===== src/rtl/core/sop_rk4_pkg.sv =====
// Shared types, constants and the micro-program of the RK4 plant step core.
// Used by the sequencer, the multiply unit and the port checker; no dependencies.
package sop_rk4_pkg;

    // Fixed field widths.
    localparam int NF_W    = 24;
    localparam int DR_W    = 16;
    localparam int H_W     = 32;
    localparam int DRIVE_W = 32;
    localparam int OUT_W   = 48;
    localparam int CFG_W   = 32;
    localparam int PADDR_W = 4;

    // Multiply datapath widths.
    localparam int HALF_W  = 32;
    localparam int MAG_W   = 64;
    localparam int OPB_W   = 64;
    localparam int PROD_W  = 128;
    localparam int COEF_W  = 48;

    // Rounding shifts of the scaled products.
    localparam int RSH_28  = 28;
    localparam int RSH_32  = 32;
    localparam int RSH_33  = 33;
    localparam int RSH_DIV = 66;

    // Divide by six: floor(n/6) = (n * RECIP6) >> 66 for n below 2^65.
    // Rounding to nearest adds 3 to n, which is 3*RECIP6 = 2^65 + 1 ahead of the shift.
    localparam logic [OPB_W-1:0]  RECIP6    = 64'hAAAA_AAAA_AAAA_AAAB;
    localparam logic [PROD_W-1:0] DIV6_BIAS = 128'h2_0000_0000_0000_0001;

    // Register map, index = paddr[3:2].
    localparam logic [1:0] REG_NF = 2'd0;
    localparam logic [1:0] REG_DR = 2'd1;
    localparam logic [1:0] REG_H  = 2'd2;

    localparam logic [NF_W-1:0] NF_RESET = 24'd327680;
    localparam logic [DR_W-1:0] DR_RESET = 16'd6554;
    localparam logic [H_W-1:0]  H_RESET  = 32'd4294967;

    // Multiply unit modes.
    typedef enum logic [2:0] {
        MM_RAW,
        MM_R28,
        MM_R32,
        MM_R33,
        MM_DIV6
    } mul_mode_t;

    typedef enum logic [1:0] {
        UK_MUL,
        UK_ADD,
        UK_SUB
    } uop_kind_t;

    // Working registers and operand sources of the sequencer.
    typedef enum logic [3:0] {
        RS_P,
        RS_V,
        RS_U,
        RS_D,
        RS_X,
        RS_Y,
        RS_KV,
        RS_SP,
        RS_SV,
        RS_T,
        RS_NF,
        RS_DR,
        RS_ZERO,
        RS_CA,
        RS_CC
    } reg_sel_t;

    // Second multiply operand.
    typedef enum logic [1:0] {
        CS_CA,
        CS_CC,
        CS_H,
        CS_NF
    } coef_sel_t;

    typedef struct packed {
        uop_kind_t kind;
        mul_mode_t mode;
        reg_sel_t  dst;
        reg_sel_t  srca;
        reg_sel_t  srcb;
        coef_sel_t coef;
    } uop_t;

    localparam int         PC_W      = 6;
    localparam logic [5:0] PROG_LAST = 6'd48;

    function automatic uop_t mk_mul(mul_mode_t m, reg_sel_t d, reg_sel_t a, coef_sel_t c);
        uop_t op;
        op.kind = UK_MUL;
        op.mode = m;
        op.dst  = d;
        op.srca = a;
        op.srcb = RS_ZERO;
        op.coef = c;
        return op;
    endfunction

    function automatic uop_t mk_alu(uop_kind_t k, reg_sel_t d, reg_sel_t a, reg_sel_t b);
        uop_t op;
        op.kind = k;
        op.mode = MM_RAW;
        op.dst  = d;
        op.srca = a;
        op.srcb = b;
        op.coef = CS_H;
        return op;
    endfunction

    // One RK4 step. The drive term wn^2*u is formed once; the stage position
    // derivative is the stage velocity, so it is read straight from Y (or V).
    function automatic uop_t uop_rom(logic [PC_W-1:0] pc);
        uop_t op;
        case (pc)
            // Coefficients wn^2 and 2*zeta*wn, then the drive term wn^2*u.
            6'd0:  op = mk_mul(MM_RAW, RS_CA, RS_NF, CS_NF);
            6'd1:  op = mk_mul(MM_RAW, RS_CC, RS_DR, CS_NF);
            6'd2:  op = mk_mul(MM_R28, RS_D, RS_U, CS_CA);
            // k1 at (P, V).
            6'd3:  op = mk_mul(MM_R28, RS_T, RS_V, CS_CC);
            6'd4:  op = mk_alu(UK_SUB, RS_T, RS_D, RS_T);
            6'd5:  op = mk_mul(MM_R28, RS_KV, RS_P, CS_CA);
            6'd6:  op = mk_alu(UK_SUB, RS_KV, RS_T, RS_KV);
            6'd7:  op = mk_alu(UK_ADD, RS_SP, RS_V, RS_ZERO);
            6'd8:  op = mk_alu(UK_ADD, RS_SV, RS_KV, RS_ZERO);
            // Stage two input and k2.
            6'd9:  op = mk_mul(MM_R33, RS_X, RS_V, CS_H);
            6'd10: op = mk_alu(UK_ADD, RS_X, RS_P, RS_X);
            6'd11: op = mk_mul(MM_R33, RS_Y, RS_KV, CS_H);
            6'd12: op = mk_alu(UK_ADD, RS_Y, RS_V, RS_Y);
            6'd13: op = mk_mul(MM_R28, RS_T, RS_Y, CS_CC);
            6'd14: op = mk_alu(UK_SUB, RS_T, RS_D, RS_T);
            6'd15: op = mk_mul(MM_R28, RS_KV, RS_X, CS_CA);
            6'd16: op = mk_alu(UK_SUB, RS_KV, RS_T, RS_KV);
            6'd17: op = mk_alu(UK_ADD, RS_SP, RS_SP, RS_Y);
            6'd18: op = mk_alu(UK_ADD, RS_SP, RS_SP, RS_Y);
            6'd19: op = mk_alu(UK_ADD, RS_SV, RS_SV, RS_KV);
            6'd20: op = mk_alu(UK_ADD, RS_SV, RS_SV, RS_KV);
            // Stage three input and k3.
            6'd21: op = mk_mul(MM_R33, RS_X, RS_Y, CS_H);
            6'd22: op = mk_alu(UK_ADD, RS_X, RS_P, RS_X);
            6'd23: op = mk_mul(MM_R33, RS_Y, RS_KV, CS_H);
            6'd24: op = mk_alu(UK_ADD, RS_Y, RS_V, RS_Y);
            6'd25: op = mk_mul(MM_R28, RS_T, RS_Y, CS_CC);
            6'd26: op = mk_alu(UK_SUB, RS_T, RS_D, RS_T);
            6'd27: op = mk_mul(MM_R28, RS_KV, RS_X, CS_CA);
            6'd28: op = mk_alu(UK_SUB, RS_KV, RS_T, RS_KV);
            6'd29: op = mk_alu(UK_ADD, RS_SP, RS_SP, RS_Y);
            6'd30: op = mk_alu(UK_ADD, RS_SP, RS_SP, RS_Y);
            6'd31: op = mk_alu(UK_ADD, RS_SV, RS_SV, RS_KV);
            6'd32: op = mk_alu(UK_ADD, RS_SV, RS_SV, RS_KV);
            // Stage four input (full step) and k4.
            6'd33: op = mk_mul(MM_R32, RS_X, RS_Y, CS_H);
            6'd34: op = mk_alu(UK_ADD, RS_X, RS_P, RS_X);
            6'd35: op = mk_mul(MM_R32, RS_Y, RS_KV, CS_H);
            6'd36: op = mk_alu(UK_ADD, RS_Y, RS_V, RS_Y);
            6'd37: op = mk_mul(MM_R28, RS_T, RS_Y, CS_CC);
            6'd38: op = mk_alu(UK_SUB, RS_T, RS_D, RS_T);
            6'd39: op = mk_mul(MM_R28, RS_KV, RS_X, CS_CA);
            6'd40: op = mk_alu(UK_SUB, RS_KV, RS_T, RS_KV);
            6'd41: op = mk_alu(UK_ADD, RS_SP, RS_SP, RS_Y);
            6'd42: op = mk_alu(UK_ADD, RS_SV, RS_SV, RS_KV);
            // State update: x += round(round(h*S)/6).
            6'd43: op = mk_mul(MM_R32, RS_SP, RS_SP, CS_H);
            6'd44: op = mk_mul(MM_DIV6, RS_SP, RS_SP, CS_H);
            6'd45: op = mk_alu(UK_ADD, RS_P, RS_P, RS_SP);
            6'd46: op = mk_mul(MM_R32, RS_SV, RS_SV, CS_H);
            6'd47: op = mk_mul(MM_DIV6, RS_SV, RS_SV, CS_H);
            6'd48: op = mk_alu(UK_ADD, RS_V, RS_V, RS_SV);
            default: op = mk_alu(UK_ADD, RS_ZERO, RS_ZERO, RS_ZERO);
        endcase
        return op;
    endfunction

endpackage


===== src/rtl/core/sop_rk4_mul.sv =====
// Shared multiply unit: signed operand times unsigned coefficient, with rounding,
// scaling shift and saturation. Depends on sop_rk4_pkg.
module sop_rk4_mul
    import sop_rk4_pkg::*;
#(
    parameter int STATE_WIDTH = 48
)
(
    input  logic                          clk,
    input  logic                          rst_n,
    input  logic                          start,
    input  mul_mode_t                     mode,
    input  logic signed [STATE_WIDTH-1:0] opa,
    input  logic        [OPB_W-1:0]       opb,
    output logic                          done,
    output logic signed [STATE_WIDTH-1:0] result,
    output logic        [COEF_W-1:0]      product
);

    localparam logic [STATE_WIDTH-1:0] SMAX = {1'b0, {(STATE_WIDTH-1){1'b1}}};
    localparam logic [STATE_WIDTH-1:0] SMIN = {1'b1, {(STATE_WIDTH-1){1'b0}}};

    logic                    busy_reg;
    logic                    done_reg;
    logic [2:0]              cnt_reg;
    logic [MAG_W-1:0]        mag_reg;
    logic [OPB_W-1:0]        opb_reg;
    logic                    neg_reg;
    mul_mode_t               mode_reg;
    logic [PROD_W-1:0]       acc_reg;
    logic [2*HALF_W-1:0]     pp_reg;
    logic [1:0]              pp_pos_reg;

    logic [STATE_WIDTH-1:0]  opa_u;
    logic [STATE_WIDTH-1:0]  opa_mag;
    logic [PROD_W-1:0]       acc_init;
    logic [HALF_W-1:0]       a_chunk;
    logic [HALF_W-1:0]       b_chunk;
    logic [2*HALF_W-1:0]     pp_next;
    logic [PROD_W-1:0]       pp_shifted;
    logic [PROD_W-1:0]       quot;
    logic                    over;
    logic [STATE_WIDTH-1:0]  quot_lo;
    logic [STATE_WIDTH-1:0]  res_u;

    // Magnitude of the signed operand and the accumulator start value.
    always_comb
    begin
        opa_u   = unsigned'(opa);
        opa_mag = opa[STATE_WIDTH-1] ? (~opa_u + 1'b1) : opa_u;
        case (mode)
            MM_R28:  acc_init = PROD_W'(1) << (RSH_28 - 1);
            MM_R32:  acc_init = PROD_W'(1) << (RSH_32 - 1);
            MM_R33:  acc_init = PROD_W'(1) << (RSH_33 - 1);
            MM_DIV6: acc_init = DIV6_BIAS;
            default: acc_init = '0;
        endcase
    end

    // One 32x32 partial product per cycle, registered in pp_reg and then added into the accumulator.
    always_comb
    begin
        a_chunk = cnt_reg[1] ? mag_reg[MAG_W-1:HALF_W] : mag_reg[HALF_W-1:0];
        b_chunk = cnt_reg[0] ? opb_reg[OPB_W-1:HALF_W] : opb_reg[HALF_W-1:0];
        pp_next = a_chunk * b_chunk;
        case (pp_pos_reg)
            2'd0:    pp_shifted = PROD_W'(pp_reg);
            2'd1:    pp_shifted = PROD_W'(pp_reg) << HALF_W;
            default: pp_shifted = PROD_W'(pp_reg) << (2 * HALF_W);
        endcase
    end

    always_ff @(posedge clk or negedge rst_n)
    begin
        if (!rst_n)
        begin
            busy_reg <= 1'b0;
            done_reg <= 1'b0;
            cnt_reg  <= '0;
        end
        else if (start)
        begin
            busy_reg <= 1'b1;
            done_reg <= 1'b0;
            cnt_reg  <= '0;
        end
        else if (busy_reg)
        begin
            cnt_reg <= cnt_reg + 3'd1;
            if (cnt_reg == 3'd4)
            begin
                busy_reg <= 1'b0;
                done_reg <= 1'b1;
            end
        end
        else
        begin
            done_reg <= 1'b0;
        end
    end

    always_ff @(posedge clk)
    begin
        if (start)
        begin
            mag_reg  <= MAG_W'(opa_mag);
            opb_reg  <= (mode == MM_DIV6) ? RECIP6 : opb;
            neg_reg  <= opa[STATE_WIDTH-1];
            mode_reg <= mode;
            acc_reg  <= acc_init;
        end
        else if (busy_reg)
        begin
            if (cnt_reg != 3'd4)
            begin
                pp_reg     <= pp_next;
                pp_pos_reg <= {1'b0, cnt_reg[1]} + {1'b0, cnt_reg[0]};
            end
            if (cnt_reg != 3'd0)
            begin
                acc_reg <= acc_reg + pp_shifted;
            end
        end
    end

    // Scale down, then rebuild the signed value with saturation.
    always_comb
    begin
        case (mode_reg)
            MM_R28:  quot = acc_reg >> RSH_28;
            MM_R32:  quot = acc_reg >> RSH_32;
            MM_R33:  quot = acc_reg >> RSH_33;
            MM_DIV6: quot = acc_reg >> RSH_DIV;
            default: quot = acc_reg;
        endcase
        over    = |quot[PROD_W-1:STATE_WIDTH-1];
        quot_lo = quot[STATE_WIDTH-1:0];
        if (over)
        begin
            res_u = neg_reg ? SMIN : SMAX;
        end
        else
        begin
            res_u = neg_reg ? (~quot_lo + 1'b1) : quot_lo;
        end
    end

    assign done    = done_reg;
    assign result  = signed'(res_u);
    assign product = acc_reg[COEF_W-1:0];

endmodule


===== src/rtl/core/second_order_plant_rk4_step_core.sv =====
// Top level of the second-order plant RK4 step core: handshakes, register port,
// micro-program sequencer and saturating adder. Depends on sop_rk4_pkg and sop_rk4_mul.

// Each accepted word carries the plant drive u (signed Q8.24). The result word, which
// holds position and velocity as they stood before the step (signed Q24.24, the low
// 48 bits of the STATE_WIDTH-bit state), is presented the cycle after acceptance and
// the block then advances the state by one classical RK4 step of size h, saturating
// every intermediate at the state range. The step is a fixed micro-program of 49
// operations run on one shared multiply unit and one saturating adder: 21 multiplies
// (four 32x32 partial products through a single registered multiplier, plus issue
// and write-back) and 28 add or subtract operations retired in their issue cycle,
// so a new word is taken only once the step has ended and the result slot is free.
// Configuration registers at byte addresses 0 (natural_freq, Q10.14), 4 (damping_ratio,
// Q2.14) and 8 (step_size, Q0.32) may be written while the block is idle.
module second_order_plant_rk4_step_core
    import sop_rk4_pkg::*;
#(
    parameter int STATE_WIDTH = 48
)
(
    input  logic                      clk,
    input  logic                      rst_n,
    // Input words.
    input  logic                      item_valid,
    output logic                      item_ready,
    input  logic signed [DRIVE_W-1:0] drive,
    // Result words.
    output logic                      result_valid,
    input  logic                      result_ready,
    output logic signed [OUT_W-1:0]   position,
    output logic signed [OUT_W-1:0]   velocity,
    // Register port.
    input  logic                      psel,
    input  logic                      penable,
    input  logic                      pwrite,
    input  logic [PADDR_W-1:0]        paddr,
    input  logic [CFG_W-1:0]          pwdata,
    output logic [CFG_W-1:0]          prdata,
    output logic                      pready
);

    localparam logic [1:0] ST_IDLE  = 2'd0;
    localparam logic [1:0] ST_ISSUE = 2'd1;
    localparam logic [1:0] ST_WAIT  = 2'd2;

    localparam logic signed [STATE_WIDTH-1:0] SMAX = {1'b0, {(STATE_WIDTH-1){1'b1}}};
    localparam logic signed [STATE_WIDTH-1:0] SMIN = {1'b1, {(STATE_WIDTH-1){1'b0}}};

    // Configuration.
    logic [NF_W-1:0] nf_reg;
    logic [DR_W-1:0] dr_reg;
    logic [H_W-1:0]  h_reg;

    // Sequencer.
    logic [1:0]      state_reg;
    logic [1:0]      state_next;
    logic [PC_W-1:0] pc_reg;
    logic [PC_W-1:0] pc_next;
    uop_t            uop;

    // Plant state and working registers.
    logic signed [STATE_WIDTH-1:0] p_reg;
    logic signed [STATE_WIDTH-1:0] v_reg;
    logic signed [STATE_WIDTH-1:0] u_reg;
    logic signed [STATE_WIDTH-1:0] d_reg;
    logic signed [STATE_WIDTH-1:0] x_reg;
    logic signed [STATE_WIDTH-1:0] y_reg;
    logic signed [STATE_WIDTH-1:0] kv_reg;
    logic signed [STATE_WIDTH-1:0] sp_reg;
    logic signed [STATE_WIDTH-1:0] sv_reg;
    logic signed [STATE_WIDTH-1:0] t_reg;
    logic [COEF_W-1:0]             ca_reg;
    logic [COEF_W-1:0]             cc_reg;

    // Result word.
    logic                          result_valid_reg;
    logic signed [OUT_W-1:0]       position_reg;
    logic signed [OUT_W-1:0]       velocity_reg;

    logic                          item_acc;
    logic                          cfg_wr;
    logic signed [STATE_WIDTH-1:0] opa;
    logic signed [STATE_WIDTH-1:0] opb;
    logic [OPB_W-1:0]              coef;
    logic signed [STATE_WIDTH:0]   alu_sum;
    logic signed [STATE_WIDTH-1:0] alu_res;
    logic                          mul_start;
    logic                          mul_done;
    logic signed [STATE_WIDTH-1:0] mul_res;
    logic [COEF_W-1:0]             mul_prod;
    logic                          wr_en;
    logic signed [STATE_WIDTH-1:0] wr_data;

    // Handshakes: a new word is taken only when idle and the result slot frees up.
    assign item_ready   = (state_reg == ST_IDLE) && (!result_valid_reg || result_ready);
    assign item_acc     = item_valid && item_ready;
    assign result_valid = result_valid_reg;
    assign position     = position_reg;
    assign velocity     = velocity_reg;

    // Register port.
    assign pready = 1'b1;
    assign cfg_wr = psel && penable && pwrite && pready;

    always_comb
    begin
        unique case (paddr[3:2])
            REG_NF:  prdata = CFG_W'(nf_reg);
            REG_DR:  prdata = CFG_W'(dr_reg);
            REG_H:   prdata = CFG_W'(h_reg);
            default: prdata = '0;
        endcase
    end

    always_ff @(posedge clk or negedge rst_n)
    begin
        if (!rst_n)
        begin
            nf_reg <= NF_RESET;
            dr_reg <= DR_RESET;
            h_reg  <= H_RESET;
        end
        else if (cfg_wr)
        begin
            case (paddr[3:2])
                REG_NF:  nf_reg <= pwdata[NF_W-1:0];
                REG_DR:  dr_reg <= pwdata[DR_W-1:0];
                REG_H:   h_reg  <= pwdata[H_W-1:0];
                default: ;
            endcase
        end
    end

    // Current micro-operation.
    assign uop = uop_rom(pc_reg);

    // Operand selection.
    always_comb
    begin
        case (uop.srca)
            RS_P:    opa = p_reg;
            RS_V:    opa = v_reg;
            RS_U:    opa = u_reg;
            RS_D:    opa = d_reg;
            RS_X:    opa = x_reg;
            RS_Y:    opa = y_reg;
            RS_KV:   opa = kv_reg;
            RS_SP:   opa = sp_reg;
            RS_SV:   opa = sv_reg;
            RS_T:    opa = t_reg;
            RS_NF:   opa = signed'(STATE_WIDTH'(nf_reg));
            RS_DR:   opa = signed'(STATE_WIDTH'(dr_reg));
            default: opa = '0;
        endcase
        case (uop.srcb)
            RS_P:    opb = p_reg;
            RS_V:    opb = v_reg;
            RS_D:    opb = d_reg;
            RS_X:    opb = x_reg;
            RS_Y:    opb = y_reg;
            RS_KV:   opb = kv_reg;
            RS_SP:   opb = sp_reg;
            RS_SV:   opb = sv_reg;
            RS_T:    opb = t_reg;
            default: opb = '0;
        endcase
        case (uop.coef)
            CS_CA:   coef = OPB_W'(ca_reg);
            CS_CC:   coef = OPB_W'(cc_reg);
            CS_H:    coef = OPB_W'(h_reg);
            default: coef = OPB_W'(nf_reg);
        endcase
    end

    // Saturating add or subtract.
    always_comb
    begin
        if (uop.kind == UK_SUB)
        begin
            alu_sum = {opa[STATE_WIDTH-1], opa} - {opb[STATE_WIDTH-1], opb};
        end
        else
        begin
            alu_sum = {opa[STATE_WIDTH-1], opa} + {opb[STATE_WIDTH-1], opb};
        end
        if (alu_sum[STATE_WIDTH] != alu_sum[STATE_WIDTH-1])
        begin
            alu_res = alu_sum[STATE_WIDTH] ? SMIN : SMAX;
        end
        else
        begin
            alu_res = alu_sum[STATE_WIDTH-1:0];
        end
    end

    // Shared multiply unit.
    assign mul_start = (state_reg == ST_ISSUE) && (uop.kind == UK_MUL);

    sop_rk4_mul #(
        .STATE_WIDTH (STATE_WIDTH)
    ) u_mul (
        .clk     (clk),
        .rst_n   (rst_n),
        .start   (mul_start),
        .mode    (uop.mode),
        .opa     (opa),
        .opb     (coef),
        .done    (mul_done),
        .result  (mul_res),
        .product (mul_prod)
    );

    // Sequencer: adds retire in the issue cycle, multiplies on the unit's done.
    always_comb
    begin
        state_next = state_reg;
        pc_next    = pc_reg;
        wr_en      = 1'b0;
        wr_data    = alu_res;
        unique case (state_reg)
            ST_IDLE:
            begin
                if (item_acc)
                begin
                    state_next = ST_ISSUE;
                    pc_next    = '0;
                end
            end
            ST_ISSUE:
            begin
                if (uop.kind == UK_MUL)
                begin
                    state_next = ST_WAIT;
                end
                else
                begin
                    wr_en = 1'b1;
                    if (pc_reg == PROG_LAST)
                    begin
                        state_next = ST_IDLE;
                    end
                    else
                    begin
                        pc_next = pc_reg + 1'b1;
                    end
                end
            end
            ST_WAIT:
            begin
                wr_data = mul_res;
                if (mul_done)
                begin
                    wr_en = 1'b1;
                    if (pc_reg == PROG_LAST)
                    begin
                        state_next = ST_IDLE;
                    end
                    else
                    begin
                        state_next = ST_ISSUE;
                        pc_next    = pc_reg + 1'b1;
                    end
                end
            end
            default:
            begin
                state_next = ST_IDLE;
            end
        endcase
    end

    always_ff @(posedge clk or negedge rst_n)
    begin
        if (!rst_n)
        begin
            state_reg        <= ST_IDLE;
            pc_reg           <= '0;
            result_valid_reg <= 1'b0;
            p_reg            <= '0;
            v_reg            <= '0;
        end
        else
        begin
            state_reg <= state_next;
            pc_reg    <= pc_next;
            if (item_acc)
            begin
                result_valid_reg <= 1'b1;
            end
            else if (result_ready)
            begin
                result_valid_reg <= 1'b0;
            end
            if (wr_en && (uop.dst == RS_P))
            begin
                p_reg <= wr_data;
            end
            if (wr_en && (uop.dst == RS_V))
            begin
                v_reg <= wr_data;
            end
        end
    end

    // Working registers and the result word.
    always_ff @(posedge clk)
    begin
        if (item_acc)
        begin
            u_reg        <= STATE_WIDTH'(drive);
            position_reg <= OUT_W'(p_reg);
            velocity_reg <= OUT_W'(v_reg);
        end
        if (wr_en)
        begin
            case (uop.dst)
                RS_D:    d_reg  <= wr_data;
                RS_X:    x_reg  <= wr_data;
                RS_Y:    y_reg  <= wr_data;
                RS_KV:   kv_reg <= wr_data;
                RS_SP:   sp_reg <= wr_data;
                RS_SV:   sv_reg <= wr_data;
                RS_T:    t_reg  <= wr_data;
                RS_CA:   ca_reg <= mul_prod;
                RS_CC:   cc_reg <= {mul_prod[COEF_W-2:0], 1'b0};
                default: ;
            endcase
        end
    end

endmodule


===== config.mk =====
export PLATFORM = sky130hd
export DESIGN_NAME = second_order_plant_rk4_step_core
export DESIGN_NICKNAME = d
export VERILOG_FILES = /design/src/rtl/core/sop_rk4_pkg.sv /design/src/rtl/core/sop_rk4_mul.sv /design/src/rtl/core/second_order_plant_rk4_step_core.sv
export SDC_FILE = /design/constraint.sdc
export NUM_CORES = 2
export LEC_CHECK = 0
export BUFFER_PORTS_ARGS = -buffer_cell sky130_fd_sc_hd__buf_2
export CAP_MARGIN = 0
export CORE_MARGIN = 4
export CORE_UTILIZATION = 50
export CTS_BUF_LIST = sky130_fd_sc_hd__clkbuf_16
export CTS_CLUSTER_SIZE = 24
export DETAILED_ROUTE_END_ITERATION = 10
export PLACE_DENSITY = 0.68
export SETUP_SLACK_MARGIN = 0.15
export SLEW_MARGIN = 20
export SYNTH_ARGS = -nofsm -noshare
export SYNTH_HDL_FRONTEND = slang
export SYNTH_SLANG_ARGS = --single-unit
export TNS_END_PERCENT = 100

===== constraint.sdc =====
create_clock -name clk -period 11.8 [get_ports clk]
set_clock_uncertainty 0.15 [all_clocks]
set_input_delay 2.95 -clock clk [delete_from_list [all_inputs] [get_ports clk]]
set_output_delay 2.95 -clock clk [all_outputs]
set_load 0.05 [all_outputs]

==> impl_metrics.yaml <==
clock_tree:
  ctsResizeCount: 0
  hold_buffers: 0
  clk_pin_slew_ns: 0.07
  cts_tree: "built"
  cts.sinks: 1036
  clockBufferDepth: 3
  clock_latency_ns: 0.85
  htree_levels: 3
  cts_setup_buffers: 0
  clockRootBuffer: "clkbuf_16"
  cts_buffers: 113
floorplan:
  ios: 206
  die_h_um: 445
  die_x_um: 445
  die-area_um2: 198000
  start_util: 0.502
  core.rowCount: 160
  core_area_um2: 190000
timing:
  min_period_ns: 11.18
  timing.final.crit_share: 0.948
  finalSetupTns_ns: 0
  slew_violations: 0
  rsz0062_at_grt: "no"
  max_slew.worst_pin.slew_ns: 1.27
  finalHoldViolations: 0
  worst_slack_ns: 0.619
  max_clock_freq_ghz: 0.0894
  slew_headroom: 0.150
  setup_viol: 0
synthesis:
  synth_flop_cell: "edfxtp_1"
  synthDistinctLibCells: 117
  syn-cell-area_um2: 95600
  ys_seq_elements: 1036
  synth_compound_area_frac: 0.144
  synth_fa_ha_area_frac: 0.249
  yosysWarnings: 0
  synth_edf_count: 854
  synth_xor_area_frac: 0.0296
  synth_nets: 11500
  syn-instance-count: 10000
  ys_seq_area_frac: 0.316
  synthSimpleGateAreaFrac: 0.152
  muxShareOfSynthArea: 0.0444
  synth_top_family_by_area: "adder cells"
  syn_area_per_cell_um2: 9.51
  ys_async_sr_fraction: 0.176
layout:
  nNetsFinal: 11600
  finalNonFillerCells: 12800
  largest_reg_flops: 128
  fillCellCount: 17100
  syn_to_final_growth_pct: 9.69
  finish.instance_area_um2: 105000
  drive_gt1_frac: 0.111
drt:
  postRouteAntennaNets: 0
  dr.pass1.iters: 10
  wl_per_cell_um: 32.6
  drc: 0
  drt_iter0_drc: 12200
  post_drt_via_cell_ratio: 6.51
  num_vias: 83500
  drt-total-wl_um: 418000
run_status:
  status: "finished clean"
setup_path:
  crit_fanout: 33
  end_kind: "register"
  slowest_delay_ns: 0.93
  critPathBufInv: 8
  worstSetupPathType: "reg -> reg"
  critPathMostFrequentCell: "fa_1"
  cpMaxStageDelayCell: "dfrtp_2"
  cp-start-kind: "register"
  critPathArrivalTime_ns: 11.54
  worstPathRequired_ns: 12.16
  crit_family: "adder cells"
placement:
  numPortBuffers: 202
  hpwl_um: 323000
  dp_cells: 12600
  globalplace.congestion: 1.08
  pre_cts_slack_ns: 0.859
  place_area_um2: 101000
global_route:
  grt_start_max_net_pins: 165
  grt_pass1_vias: 80100
  antenna_found_initial: 40
  grt_pass1_wl_um: 587000
  overflow: 0
  grt_usage: 0.415
job:
  max_cap_viol_count: 0
worst_hold_path:
  hold_class: "reg -> reg"
[layout make-up]
class | count | area [µm²] | share of cell area
antenna | 20 | 50.0 | 0.000477
sequential | 1036 | 30200 | 0.288
tap | 2511 | 3140 | 0.0300
inverter | 1011 | 3800 | 0.0363
clock inverter | 102 | 1100 | 0.0105
multi-input combinational | 7429 | 59600 | 0.569
clock buffer | 113 | 2830 | 0.0270
timing repair buffer | 595 | 4060 | 0.0387
[worst reg2reg max path, delay by kind of cell (launching register included)]
family | cells | cell delay [ns]
xor+xnor | 1 | 0.19
fa+ha+maj | 9 | 4.63
flops | 1 | 0.93
simple gates | 3 | 1.02
compound gates | 12 | 2.50
buf+inv | 8 | 1.48
[layout by cell type, fill, tap and decap left out, drive strengths merged, types with 161 or more instances in the layout]
cell    Yosys  routed
xnor2     190     190
mux2i     235     235
nand3     161     161
fa        898     898
a21oi     549     549
buf       138     594
a21o      171     171
inv      1004    1027
edfxtp    854     854
ha        461     461
nand2    1349    1349
nor2     1037    1037
o21ai     426     426
dfrtp     163     163
[synthesized netlist by cell type (38+ instances only)]
master / instances / area, µm²
nand2_1: 1347 / 5060
nor2_1: 1033 / 3880
inv_1: 1003 / 3760
fa_1: 898 / 18000
edfxtp_1: 854 / 25600
a21oi_1: 548 / 2740
ha_1: 461 / 5770
clkbuf_1: 434 / 1630
o21ai_0: 383 / 1920
mux2i_1: 235 / 2350
xnor2_1: 190 / 1660
a21o_1: 171 / 1280
dfrtp_1: 163 / 4080
nand3_1: 161 / 806
mux2_2: 147 / 1660
xor2_1: 131 / 1150
a22o_1: 115 / 1010
and2_1: 108 / 676
nor2b_1: 107 / 669
a22oi_1: 99 / 743
nor3_1: 89 / 445
and3_1: 86 / 538
nand4_1: 75 / 469
o22ai_1: 75 / 469
nand2b_1: 66 / 413
buf_2: 60 / 300
a211oi_1: 54 / 405
o21a_1: 52 / 390
o31ai_1: 51 / 383
o21bai_1: 46 / 345
a31oi_1: 43 / 269
o221ai_1: 42 / 368
o211ai_1: 41 / 308
o21ai_1: 41 / 205
buf_1: 38 / 143
[routing by layer]
metal	GRT usage	up-vias	routed length, µm	part of all wire
li1	-	34800	-	-
met1	0.536	41700	153000	0.37
met2	0.599	5773	174000	0.42
met3	0.117	1217	52700	0.13
met4	0.301	24	38200	0.091
met5	0	-	158	0.00038
[metrics by stage]
step | utilization | hold WS, ns
4_1_cts | 0.551 | 0.353
3_5_place_dp | 0.530 | 0.336
6_report | 0.551 | 0.349
5_1_grt | 0.551 | 0.369
3_3_place_gp | 0.530 | 0.319
2_1_floorplan | - | 0.286
[worst paths after layout]
| kind | slack [ns] | end | cells after the start | startpoint |
|---|---|---|---|---|
| max in group asynchronous | 7.90 | dr_reg[0] | 2 | rst_n |
| min in group asynchronous | 1.94 | v_reg[38] | 1 | rst_n |
| worst max-delay path | 0.62 | u_mul.pp_reg[60] | 33 | u_mul.cnt_reg[0] |
| worst min register to register | 0.35 | result_valid | 2 | result_valid |
| worst max register to register | 0.62 | u_mul.pp_reg[60] | 33 | u_mul.cnt_reg[0] |
| worst min-delay path | 0.35 | result_valid | 2 | result_valid |
[logic make-up after synthesis]
kind of cell	after synthesis
AOI/OAI and AO/OA	2078
xor gates and xnor gates	322
adders and majority gates	1361
buffers and inverters	1583
DFF	1036
muxes	393
other	1
and+or+nand+nor	3274
Power is left out: the tool's default activity adds up to more than one toggle a clock period on the data nets, which glitch-free logic cannot reach.
